--- config.mk ---
export PLATFORM = sky130hd
export DESIGN_NAME = ppu_ctrl
export DESIGN_NICKNAME = d
export VERILOG_FILES = /design/src/rtl/ppu_pkg.sv /design/src/rtl/ppu_ctrl.sv
export VERILOG_INCLUDE_DIRS = /design/src /design/src/rtl
export SDC_FILE = /design/constraint.sdc
export NUM_CORES = 1
export LEC_CHECK = 0
export BUFFER_PORTS_ARGS = -buffer_cell sky130_fd_sc_hd__buf_2
export CAP_MARGIN = 0
export CORE_ASPECT_RATIO = 1.75
export CORE_MARGIN = 1.5
export CORE_UTILIZATION = 55
export CTS_CLUSTER_DIAMETER = 200
export CTS_CLUSTER_SIZE = 16
export DETAILED_ROUTE_END_ITERATION = 8
export PLACE_DENSITY = 0.81
export SLEW_MARGIN = 10
export SYNTH_ARGS = -nofsm -noshare
export SYNTH_HDL_FRONTEND = slang
export SYNTH_SLANG_ARGS = --single-unit
export TNS_END_PERCENT = 30
--- constraint.sdc ---
create_clock -name clock -period 3.1 [get_ports clock]
set_input_delay 0.62 -clock clock [delete_from_list [all_inputs] [get_ports clock]]
set_output_delay 0.62 -clock clock [all_outputs]
set_load 0.02 [all_outputs]
--- src/rtl/particle_pool_update_core_macros.svh ---
// Assertion macros for the particle pool update core.
// Included by ppu_ctrl, the RTL file that carries concurrent assertions.
`ifndef PARTICLE_POOL_UPDATE_CORE_MACROS_SVH
`define PARTICLE_POOL_UPDATE_CORE_MACROS_SVH

// assert that antecedent implies consequent in the same cycle
`define PPU_ASSERT_IMP(label, clk, rst, ante, cons, msg) \
   label: assert property (@(posedge clk) disable iff (rst) (ante) |-> (cons)) \
      else $error(msg);

// assert that antecedent implies consequent in the next cycle
`define PPU_ASSERT_NEXT(label, clk, rst, ante, cons, msg) \
   label: assert property (@(posedge clk) disable iff (rst) (ante) |=> (cons)) \
      else $error(msg);

`endif

--- src/rtl/ppu_pkg.sv ---
// Package for the particle pool update core: types, constants, helpers.
// No dependencies.
package ppu_pkg;

   localparam int POOL_SLOTS_DEF = 64;
   localparam int OUT_LIMIT      = 64;

   localparam logic [6:0]  POOL_SIZE_RST  = 7'd64;
   localparam logic [11:0] FADE_RATE_RST  = 12'd640;
   localparam logic [7:0]  VEL_SCALE_RST  = 8'd26;
   localparam logic [14:0] SPAWN_LIFE_RST = 15'd16384;
   localparam logic signed [15:0] ALPHA_FULL = 16'sd16384;

   localparam logic [1:0] CSR_POOL_SIZE  = 2'd0;
   localparam logic [1:0] CSR_FADE_RATE  = 2'd1;
   localparam logic [1:0] CSR_VEL_SCALE  = 2'd2;
   localparam logic [1:0] CSR_SPAWN_LIFE = 2'd3;

   localparam logic OP_SPAWN = 1'b0;
   localparam logic OP_TICK  = 1'b1;

   typedef enum logic [6:0] {
      ST_IDLE   = 7'b0000001,
      ST_SEARCH = 7'b0000010,
      ST_CHECK  = 7'b0000100,
      ST_SPAWN  = 7'b0001000,
      ST_READ   = 7'b0010000,
      ST_TICK   = 7'b0100000,
      ST_EMIT   = 7'b1000000
   } state_type;

   // controller -> datapath commands
   typedef struct packed {
      logic load_req;
      logic rd_en;
      logic spawn_wr;
      logic tick_wr;
      logic life_wr;
      logic emit;
      logic emit_last;
   } cmd_type;

   // datapath -> controller status
   typedef struct packed {
      logic slot_dead;
      logic tick_dead;
      logic out_busy;
   } stat_type;

   function automatic logic signed [15:0] sat16(input logic signed [19:0] v);
      logic signed [15:0] r;
      if (v > 20'sd32767) r = 16'sh7fff;
      else if (v < -20'sd32768) r = 16'sh8000;
      else r = v[15:0];
      return r;
   endfunction

   function automatic logic signed [7:0] jitter_of(input logic [6:0] d);
      logic [6:0] c;
      logic [10:0] x;
      logic [23:0] t;
      c = (d > 7'd99) ? 7'd99 : d;
      x = {c, 4'd5};
      t = 24'(x) * 24'd6554;
      return 8'(signed'({1'b0, t[23:16]}) - 9'sd80);
   endfunction

   function automatic logic [8:0] shade_of(input logic [6:0] d);
      logic [6:0] c;
      logic [14:0] y;
      logic [28:0] t;
      c = (d > 7'd99) ? 7'd99 : d;
      y = {c, 8'd50};
      t = 29'(y) * 29'd10486;
      return 9'd128 + {1'b0, t[27:20]};
   endfunction

endpackage

--- src/rtl/ppu_ctrl.sv ---
// Controller of the particle pool update core: spawn search and tick walk.
// Depends on ppu_pkg and the assertion macro header.
`include "particle_pool_update_core_macros.svh"
module ppu_ctrl #(
   parameter int POOL_SLOTS = ppu_pkg::POOL_SLOTS_DEF,
   parameter int IW = $clog2(POOL_SLOTS)
) (
   input  logic              clock,
   input  logic              reset,
   input  logic              req_valid,
   output logic              req_ready,
   input  logic              req_op,
   input  logic [6:0]        pool_size,
   input  ppu_pkg::stat_type stat,
   output ppu_pkg::cmd_type  cmd,
   output logic [IW-1:0]     addr,
   output logic [5:0]        out_slot
);

   localparam int LIM = (POOL_SLOTS < ppu_pkg::OUT_LIMIT) ? POOL_SLOTS : ppu_pkg::OUT_LIMIT;
   localparam logic [6:0] LIM7 = 7'(LIM);

   ppu_pkg::state_type state_ff, state_in;
   logic [IW-1:0] idx_ff, idx_in, start_ff, start_in, srch_ff, srch_in;
   logic [6:0] cnt_ff, cnt_in, n;
   logic have_ff, have_in;
   logic [IW-1:0] pend_ff, pend_in;
   logic [IW-1:0] nxt;

   assign n = (pool_size == 7'd0) ? 7'd1 : ((pool_size > LIM7) ? LIM7 : pool_size);
   assign nxt = (7'(idx_ff) + 7'd1 >= n) ? '0 : idx_ff + 1'b1;

   always_comb begin
      state_in = state_ff;
      idx_in = idx_ff;
      start_in = start_ff;
      srch_in = srch_ff;
      cnt_in = cnt_ff;
      have_in = have_ff;
      pend_in = pend_ff;
      cmd = '0;
      addr = idx_ff;
      req_ready = 1'b0;
      case (state_ff)
         ppu_pkg::ST_IDLE: begin
            req_ready = 1'b1;
            if (req_valid) begin
               cmd.load_req = 1'b1;
               have_in = 1'b0;
               cnt_in = '0;
               if (req_op == ppu_pkg::OP_SPAWN) begin
                  idx_in = (7'(start_ff) < n) ? start_ff : '0;
                  state_in = ppu_pkg::ST_SEARCH;
               end else begin
                  idx_in = '0;
                  state_in = ppu_pkg::ST_READ;
               end
            end
         end
         ppu_pkg::ST_SEARCH: begin
            cmd.rd_en = 1'b1;
            state_in = ppu_pkg::ST_CHECK;
         end
         ppu_pkg::ST_CHECK: begin
            if (stat.slot_dead) begin
               srch_in = idx_ff;
               state_in = ppu_pkg::ST_SPAWN;
            end else if (cnt_ff + 7'd1 >= n) begin
               srch_in = '0;
               state_in = ppu_pkg::ST_SPAWN;
            end else begin
               idx_in = nxt;
               cnt_in = cnt_ff + 7'd1;
               state_in = ppu_pkg::ST_SEARCH;
            end
         end
         ppu_pkg::ST_SPAWN: begin
            addr = srch_ff;
            cmd.spawn_wr = 1'b1;
            start_in = srch_ff;
            pend_in = srch_ff;
            have_in = 1'b1;
            state_in = ppu_pkg::ST_EMIT;
         end
         ppu_pkg::ST_READ: begin
            cmd.rd_en = 1'b1;
            state_in = ppu_pkg::ST_TICK;
         end
         ppu_pkg::ST_TICK: begin
            if (stat.tick_dead || !stat.out_busy) begin
               cmd.life_wr = 1'b1;
               if (!stat.tick_dead) begin
                  if (have_ff) cmd.emit = 1'b1;
                  cmd.tick_wr = 1'b1;
                  pend_in = idx_ff;
                  have_in = 1'b1;
               end
               if (7'(idx_ff) + 7'd1 >= n) state_in = ppu_pkg::ST_EMIT;
               else begin
                  idx_in = idx_ff + 1'b1;
                  state_in = ppu_pkg::ST_READ;
               end
            end
         end
         ppu_pkg::ST_EMIT: begin
            if (!stat.out_busy) begin
               if (have_ff) begin
                  cmd.emit = 1'b1;
                  cmd.emit_last = 1'b1;
               end
               have_in = 1'b0;
               state_in = ppu_pkg::ST_IDLE;
            end
         end
         default: state_in = ppu_pkg::ST_IDLE;
      endcase
   end

   assign out_slot = 6'(pend_ff);

   always_ff @(posedge clock) begin
      if (reset) begin
         state_ff <= ppu_pkg::ST_IDLE;
         idx_ff <= '0;
         start_ff <= '0;
         srch_ff <= '0;
         cnt_ff <= '0;
         have_ff <= 1'b0;
         pend_ff <= '0;
      end else begin
         state_ff <= state_in;
         idx_ff <= idx_in;
         start_ff <= start_in;
         srch_ff <= srch_in;
         cnt_ff <= cnt_in;
         have_ff <= have_in;
         pend_ff <= pend_in;
      end
   end

   `PPU_ASSERT_IMP(a_onehot, clock, reset, 1'b1, $onehot(state_ff), "state not one-hot")
   `PPU_ASSERT_IMP(a_emit_free, clock, reset, cmd.emit, !stat.out_busy, "emit over busy output")
   `PPU_ASSERT_NEXT(a_spawn_emit, clock, reset, cmd.spawn_wr, state_ff == ppu_pkg::ST_EMIT,
      "spawn not followed by emit")

endmodule

-- Word level (Yosys, flattened, before mapping)
Index checks and enable logic that the tools add are counted.
- $add $sub $neg: 3
- muxes and demuxes: 48
- equality and inequality tests: 14
- magnitude comparators: 4
- reduce and logical (&&, ||, !) cells: 15
- operators by type and width (cell ; count):
    2-to-1 mux 6 bit ; 13
    2-to-1 mux 7 bit ; 10
    case mux 7 bit (7 select lines) ; 1
    case mux 6 bit (3 select lines) ; 1
    greater-or-equal comparator 7 bit ; 2
    inequality test 2 bit, second input constant ; 7
    case mux 7 bit (2 select lines) ; 1
    2-to-1 mux 1 bit ; 13
    case mux 6 bit (2 select lines) ; 1
    adder 6 x 1 -> 7 bit, second input constant ; 1
    adder 7 x 1 -> 7 bit, second input constant ; 1
    equality test 7 x 1 -> 1 bit, second input constant ; 1
    equality test 7 x 2 -> 1 bit, second input constant ; 1
    equality test 7 x 3 -> 1 bit, second input constant ; 1
    equality test 7 x 4 -> 1 bit, second input constant ; 1
    equality test 7 x 5 -> 1 bit, second input constant ; 1
    equality test 7 x 6 -> 1 bit, second input constant ; 1
    equality test 7 bit, second input constant ; 1
    > comparator 7 bit, second input constant ; 1
    logical NOT 7 bit ; 1
    less-than comparator 6 x 7 -> 1 bit ; 1
    adder 6 x 1 -> 6 bit, second input constant ; 1
    2-to-1 mux 2 bit ; 3
    AND reduction 3 bit ; 2
    other kinds (15) ; 17
- logic and storage cells: 91
- register bits: 39
- input port bits: 14
- output and inout port bits: 20

-- Logic depth before layout (Yosys ltp)
- depth after elaboration: 8
- depth in mapped cells: 12
- depth with buffers taken out: 11

-- Worst setup path after synthesis
No wires, ideal clock.
- path kind: input port to flip-flop
- start: input pool_size[1]
- end: register cnt_ff[4]
- path buffers: 1
- stages: 12
- data arrival time: 2.687 ns
- setup slack: 0.350 ns
- cells stage by stage: nor3_1 -> a21oi_1 -> nor2_1 -> ha_1 -> nand2b_1 -> a31oi_1 -> maj3_2 -> o2111ai_1 -> and3_1 -> buf_4 -> or4b_1 -> nand3_1
- longest elaborated chain between the ends: 6
- ends and longest elaborated chain (item ; RTL line ; text):
    start, declared ; ppu_ctrl.sv:13 ; input logic [6:0] pool_size,
    > comparator 7 bit ; ppu_ctrl.sv:30 ; assign n = (pool_size == 7'd0) ? 7'd1 : ((pool_size > LIM7) ? LIM7 : pool_size);
    2-to-1 mux 7 bit ; ppu_ctrl.sv:30 ;
    2-to-1 mux 7 bit * ; ppu_ctrl.sv:30 ;
    greater-or-equal comparator 7 bit * ; ppu_ctrl.sv:68 ; end else if (cnt_ff + 7'd1 >= n) begin
    inequality test 2 bit (no source line) * ; - ;
    AND reduction 4 bit (no source line) * ; - ;
    end signal, assigned ; ppu_ctrl.sv:135 ; cnt_ff <= cnt_in;
    end, declared ; ppu_ctrl.sv:25 ; logic [6:0] cnt_ff, cnt_in, n;
Mark *: on every way between the ends. The rest lies on a longest branch, timed or not.
A chain may end at the register's enable or synchronous reset.

-- Worst setup path in the final report
- start: register idx_ff[1]
- end: register idx_ff[1]
- longest elaborated chain between the ends: 6
- ends and longest elaborated chain (item ; RTL line ; text):
    start, declared ; ppu_ctrl.sv:24 ; logic [IW-1:0] idx_ff, idx_in, start_ff, start_in, srch_ff, srch_in;
    start signal, assigned ; ppu_ctrl.sv:132 ; idx_ff <= idx_in;
    adder 6 x 1 -> 7 bit ; ppu_ctrl.sv:31, ppu_ctrl.sv:98 ;
    greater-or-equal comparator 7 bit ; ppu_ctrl.sv:31, ppu_ctrl.sv:98 ;
    2-to-1 mux 6 bit ; ppu_ctrl.sv:31 ; assign nxt = (7'(idx_ff) + 7'd1 >= n) ? '0 : idx_ff + 1'b1;
    2-to-1 mux 6 bit ; ppu_ctrl.sv:68 ;
    2-to-1 mux 6 bit ; ppu_ctrl.sv:65 ; if (stat.slot_dead) begin
    case mux 6 bit (3 select lines) ; ppu_ctrl.sv:44 ; case (state_ff)
Parallel ways exist; a longest one is shown, timed or not. The select of a mux whose other input is x is not followed.

==> results.rst <==
.. list-table::
   :header-rows: 1

   * - Metric
     - Value
   * - Status
     - completed
   * - Arrival time at the worst endpoint
     - 3100 ps
   * - Share of post-route cells with drive strength above 1
     - 20.1%
   * - Core Util, Final
     - 65.4%
   * - Maximum number of pins on one net before global-route repair
     - 41
   * - Antenna violations before repair
     - 0
   * - Highest metal layer with signal wires
     - met4
   * - Maximum operating frequency
     - 351 MHz
   * - Mapped Nets
     - 373
   * - Iteration count of the initial detailed-routing pass
     - 4
   * - Via Count
     - 2708
   * - Post-Synthesis Cells
     - 342
   * - Launching element type of the critical path
     - flop
   * - Cell Pwr Density
     - 435 nW/um2
   * - Final critical-path share of the clock period
     - 91.8%
   * - Worst Setup SP
     - idx_ff[1]$_SDFFE_PP0P_
   * - Number of nets at the end of the flow
     - 408
   * - FP Rows
     - 33
   * - Antenna diode instance count
     - 0
   * - Leakage
     - 1.31 nW
   * - Hold Vio Cnt, Final
     - 0
   * - Horiz. Die Dim
     - 56.2 um
   * - Crit end category
     - flop
   * - Highest ir drop seen on vdd
     - 0.000325 V
   * - NetSw
     - 0.444 mW
   * - Async set or reset register ratio after synthesis
     - 0%
   * - Clock input transition at the sequential cells of the worst setup and hold paths
     - 80 ps
   * - Clock tree root buffer cell
     - sky130_fd_sc_hd__clkbuf_8
   * - Flip-flop and latch count after synthesis
     - 39
   * - Setup clock skew after layout
     - 3.29 ps
   * - Count of cell types in the netlist
     - 68
   * - Sequential element share of the synthesized area
     - 28.7%
   * - Worst Max-Slew Pin Slew
     - 769 ps
   * - Routed Antenna Nets
     - 0
   * - Total wire length after detailed routing
     - 6890 um
   * - Detail-routed via count per cell
     - 6.30
   * - Clock buffer depth
     - 2
   * - H-tree level count
     - 2
   * - Launching point of the worst reg2reg path
     - idx_ff[1]$_SDFFE_PP0P_
   * - Count of clock tree sinks
     - 39
   * - Startpoint-to-endpoint class of the critical path
     - flop to flop
   * - # DRC
     - 0
   * - Area enclosed by the die boundary
     - 5390 um2
   * - Initial Util
     - 57.8%
   * - Height of the die
     - 96.0 um
   * - Max-slew violation count
     - 0
   * - Cell Area, Synth
     - 2720 um2
   * - Gp weighted congestion
     - 0.868
   * - Max-Cap Viols
     - 0
   * - Finish-stage setup viols
     - 0
   * - Prevailing post-synth register cell
     - sky130_fd_sc_hd__dfxtp_1
   * - Part of the power in combinational logic
     - 27.0%
   * - WL/cell
     - 16.0 um
   * - Global-route wire length before repair
     - 11300 um
   * - Wire length on met3
     - 328 um
   * - Area of the core
     - 4710 um2
   * - TritonCTS buffer count
     - 5
   * - Required time reported for the critical path endpoint
     - 3350 ps
   * - Min-Delay Path Class
     - flop to flop
   * - Worst slew margin
     - 48.7%
   * - Worst slack on hold paths
     - 492 ps
   * - Layout-stage area growth over the synthesis result
     - 13.2%
   * - Wire length on met2
     - 3620 um
   * - Final critical path time including I/O delays and setup
     - 2850 ps
   * - Setup Total Neg Slack
     - 0 ps
   * - YS warnings
     - 0
   * - Internal cell power
     - 0.894 mW
   * - Hold Path Origin
     - start_ff[1]$_SDFFE_PP0P_
   * - Average size of a mapped cell
     - 7.95 um2
   * - Cell area after placement
     - 2960 um2
   * - Combined global-route utilization of all metal layers
     - 26.3%
   * - Power share of the clock group
     - 32.8%
   * - Largest fanout on the critical path
     - 5
   * - I/O pin cnt
     - 34
   * - Post-route cell area
     - 3080 um2
   * - Final global-route overflow total
     - 0
   * - CTS-repair resized insts
     - 0
   * - Clock tree from TritonCTS
     - yes
   * - Clock Latency Late Sink
     - 300 ps
   * - Number of synthesized flops with an enable pin
     - 0
   * - Post-CTS repair timing setup buffer count
     - 0
   * - Number of global-route vias before repair
     - 2436
   * - Unrepaired setup endpoints after global routing
     - no
   * - Sequential power share
     - 40.2%
   * - Count of buffers from port buffering
     - 33
   * - Hold bufs inserted after CTS
     - 0
   * - Met1 wire length
     - 2770 um
   * - Fraction of power spent switching nets
     - 33.2%
   * - Total half-perimeter wirelength after legalization and detailed placement
     - 5270 um
   * - Total Power Consumption
     - 1.34 mW
   * - 1st-iter DRT viols
     - 104
[cell usage in the layout (no fill, tap or decap), drive strengths merged, types with 4 or more instances in the layout]
cell type	Yosys	routed
nand2	49	49
buf	9	45
dfxtp	39	39
a21oi	32	32
nor2	28	28
nand3	17	17
ha	17	17
o21ai	15	15
nor3	11	11
inv	9	9
nor2b	7	7
nand2b	7	7
a211oi	7	7
a21o	6	6
xor2	5	5
mux2i	5	5
clkbuf	8	5
xnor2	5	5
nand4b	4	4
and3	4	4
o32ai	4	4
mux2	4	4
clkinv	2	4
[cells in the mapped netlist (all sizes together) (2+ instances only)]
library cell	number	area [um2]
nand2	49	189
dfxtp	39	781
a21oi	32	175
nor2	28	105
ha	17	213
nand3	17	85.1
o21ai	15	75.1
nor3	11	65.1
buf	9	45.1
inv	9	33.8
clkbuf	8	30.0
a211oi	7	52.6
nand2b	7	43.8
nor2b	7	43.8
a21o	6	52.6
mux2i	5	50.1
xnor2	5	51.3
xor2	5	43.8
and3	4	30.0
mux2	4	56.3
nand4b	4	35.0
o32ai	4	42.6
a22oi	3	22.5
a31oi	3	25.0
nor3b	3	27.5
o2111ai	3	26.3
a21bo	2	20.0
a21boi	2	18.8
a221oi	2	17.5
a32oi	2	17.5
clkinv	2	7.51
maj3	2	22.5
o211ai	2	15.0
o22ai	2	12.5
o2bb2ai	2	17.5
or4	2	15.0
[worst max-delay path, cell delays in order, from the launching register on]
cell                       delay (ps)
sky130_fd_sc_hd__dfxtp_1          340
sky130_fd_sc_hd__ha_1             260
sky130_fd_sc_hd__xor2_1           230
sky130_fd_sc_hd__ha_1             280
sky130_fd_sc_hd__a21oi_1          160
sky130_fd_sc_hd__o21ai_0          110
sky130_fd_sc_hd__maj3_2           320
sky130_fd_sc_hd__a2111o_1         510
sky130_fd_sc_hd__a21bo_1          230
sky130_fd_sc_hd__a21oi_1          170
sky130_fd_sc_hd__mux2_4           180
[state kept, by name, summed over array words and instances, names as in the netlist]
name and count:
state_ff 7, have_ff 1, start_ff 6, out_slot 6, srch_ff 6, idx_ff 6, cnt_ff 7
[worst paths after layout]
check                           cells past startpoint  slack (ps)                       end
worst min register to register                      2         490  start_ff[1]$_SDFFE_PP0P_
worst max-delay path                               10         250    idx_ff[1]$_SDFFE_PP0P_
worst max register to register                     10         250    idx_ff[1]$_SDFFE_PP0P_
worst min-delay path                                2         490  start_ff[1]$_SDFFE_PP0P_
[power groups by stage]
stage | combinational, mW | clock [mW] | sequential (mW)
4_1_cts | 0.356 | 0.440 | 0.538
3_5_place_dp | 0.355 | 0 | 0.550
6_report | 0.361 | 0.439 | 0.538
3_3_place_gp | 0.349 | 0 | 0.548
5_1_grt | 0.400 | 0.461 | 0.540
2_1_floorplan | 0.275 | 0 | 0.539
[metrics by stage]
| step | setup slack [ps] | std cells |
|---|---|---|
| after floorplan | 350 | 342 |
| after global placement | 140 | 422 |
| after detailed placement | 74.4 | 422 |
| after CTS | 287 | 430 |
| after global routing | 57.0 | 430 |
| final | 254 | 430 |
[layer usage]
| metal | track usage [%] | vias to the layer above |
|---|---|---|
| li1 | - | 1323 |
| met1 | 30.6 | 1281 |
| met2 | 47.3 | 87 |
| met3 | 3.49 | 17 |
| met4 | 12.5 | 0 |
| met5 | 0 | - |
[logic make-up (layout without fill, tap and decap cells)]
group	Yosys count	after routing	share of synthesized area, %
AND/OR/NAND/NOR	142	142	26.6
buffers and inverters	28	64	4.28
XOR/XNOR	10	10	3.50
AO/OA/AOI/OAI	95	95	24.3
multiplexers	9	9	3.91
adder cells (fa/ha/maj)	19	19	8.65
flip-flops	39	39	28.7
[layout make-up]
class                   instances  area (um2)
clock inverters                 3        43.8
multi-input cells             275        1820
flip-flops and latches         39         781
fillers                       416        1630
inverters                      11        41.3
well taps                      52        65.1
repair buffers                 45         255
clock buffers                   5        68.8
Power figures use the tool's default switching activity.
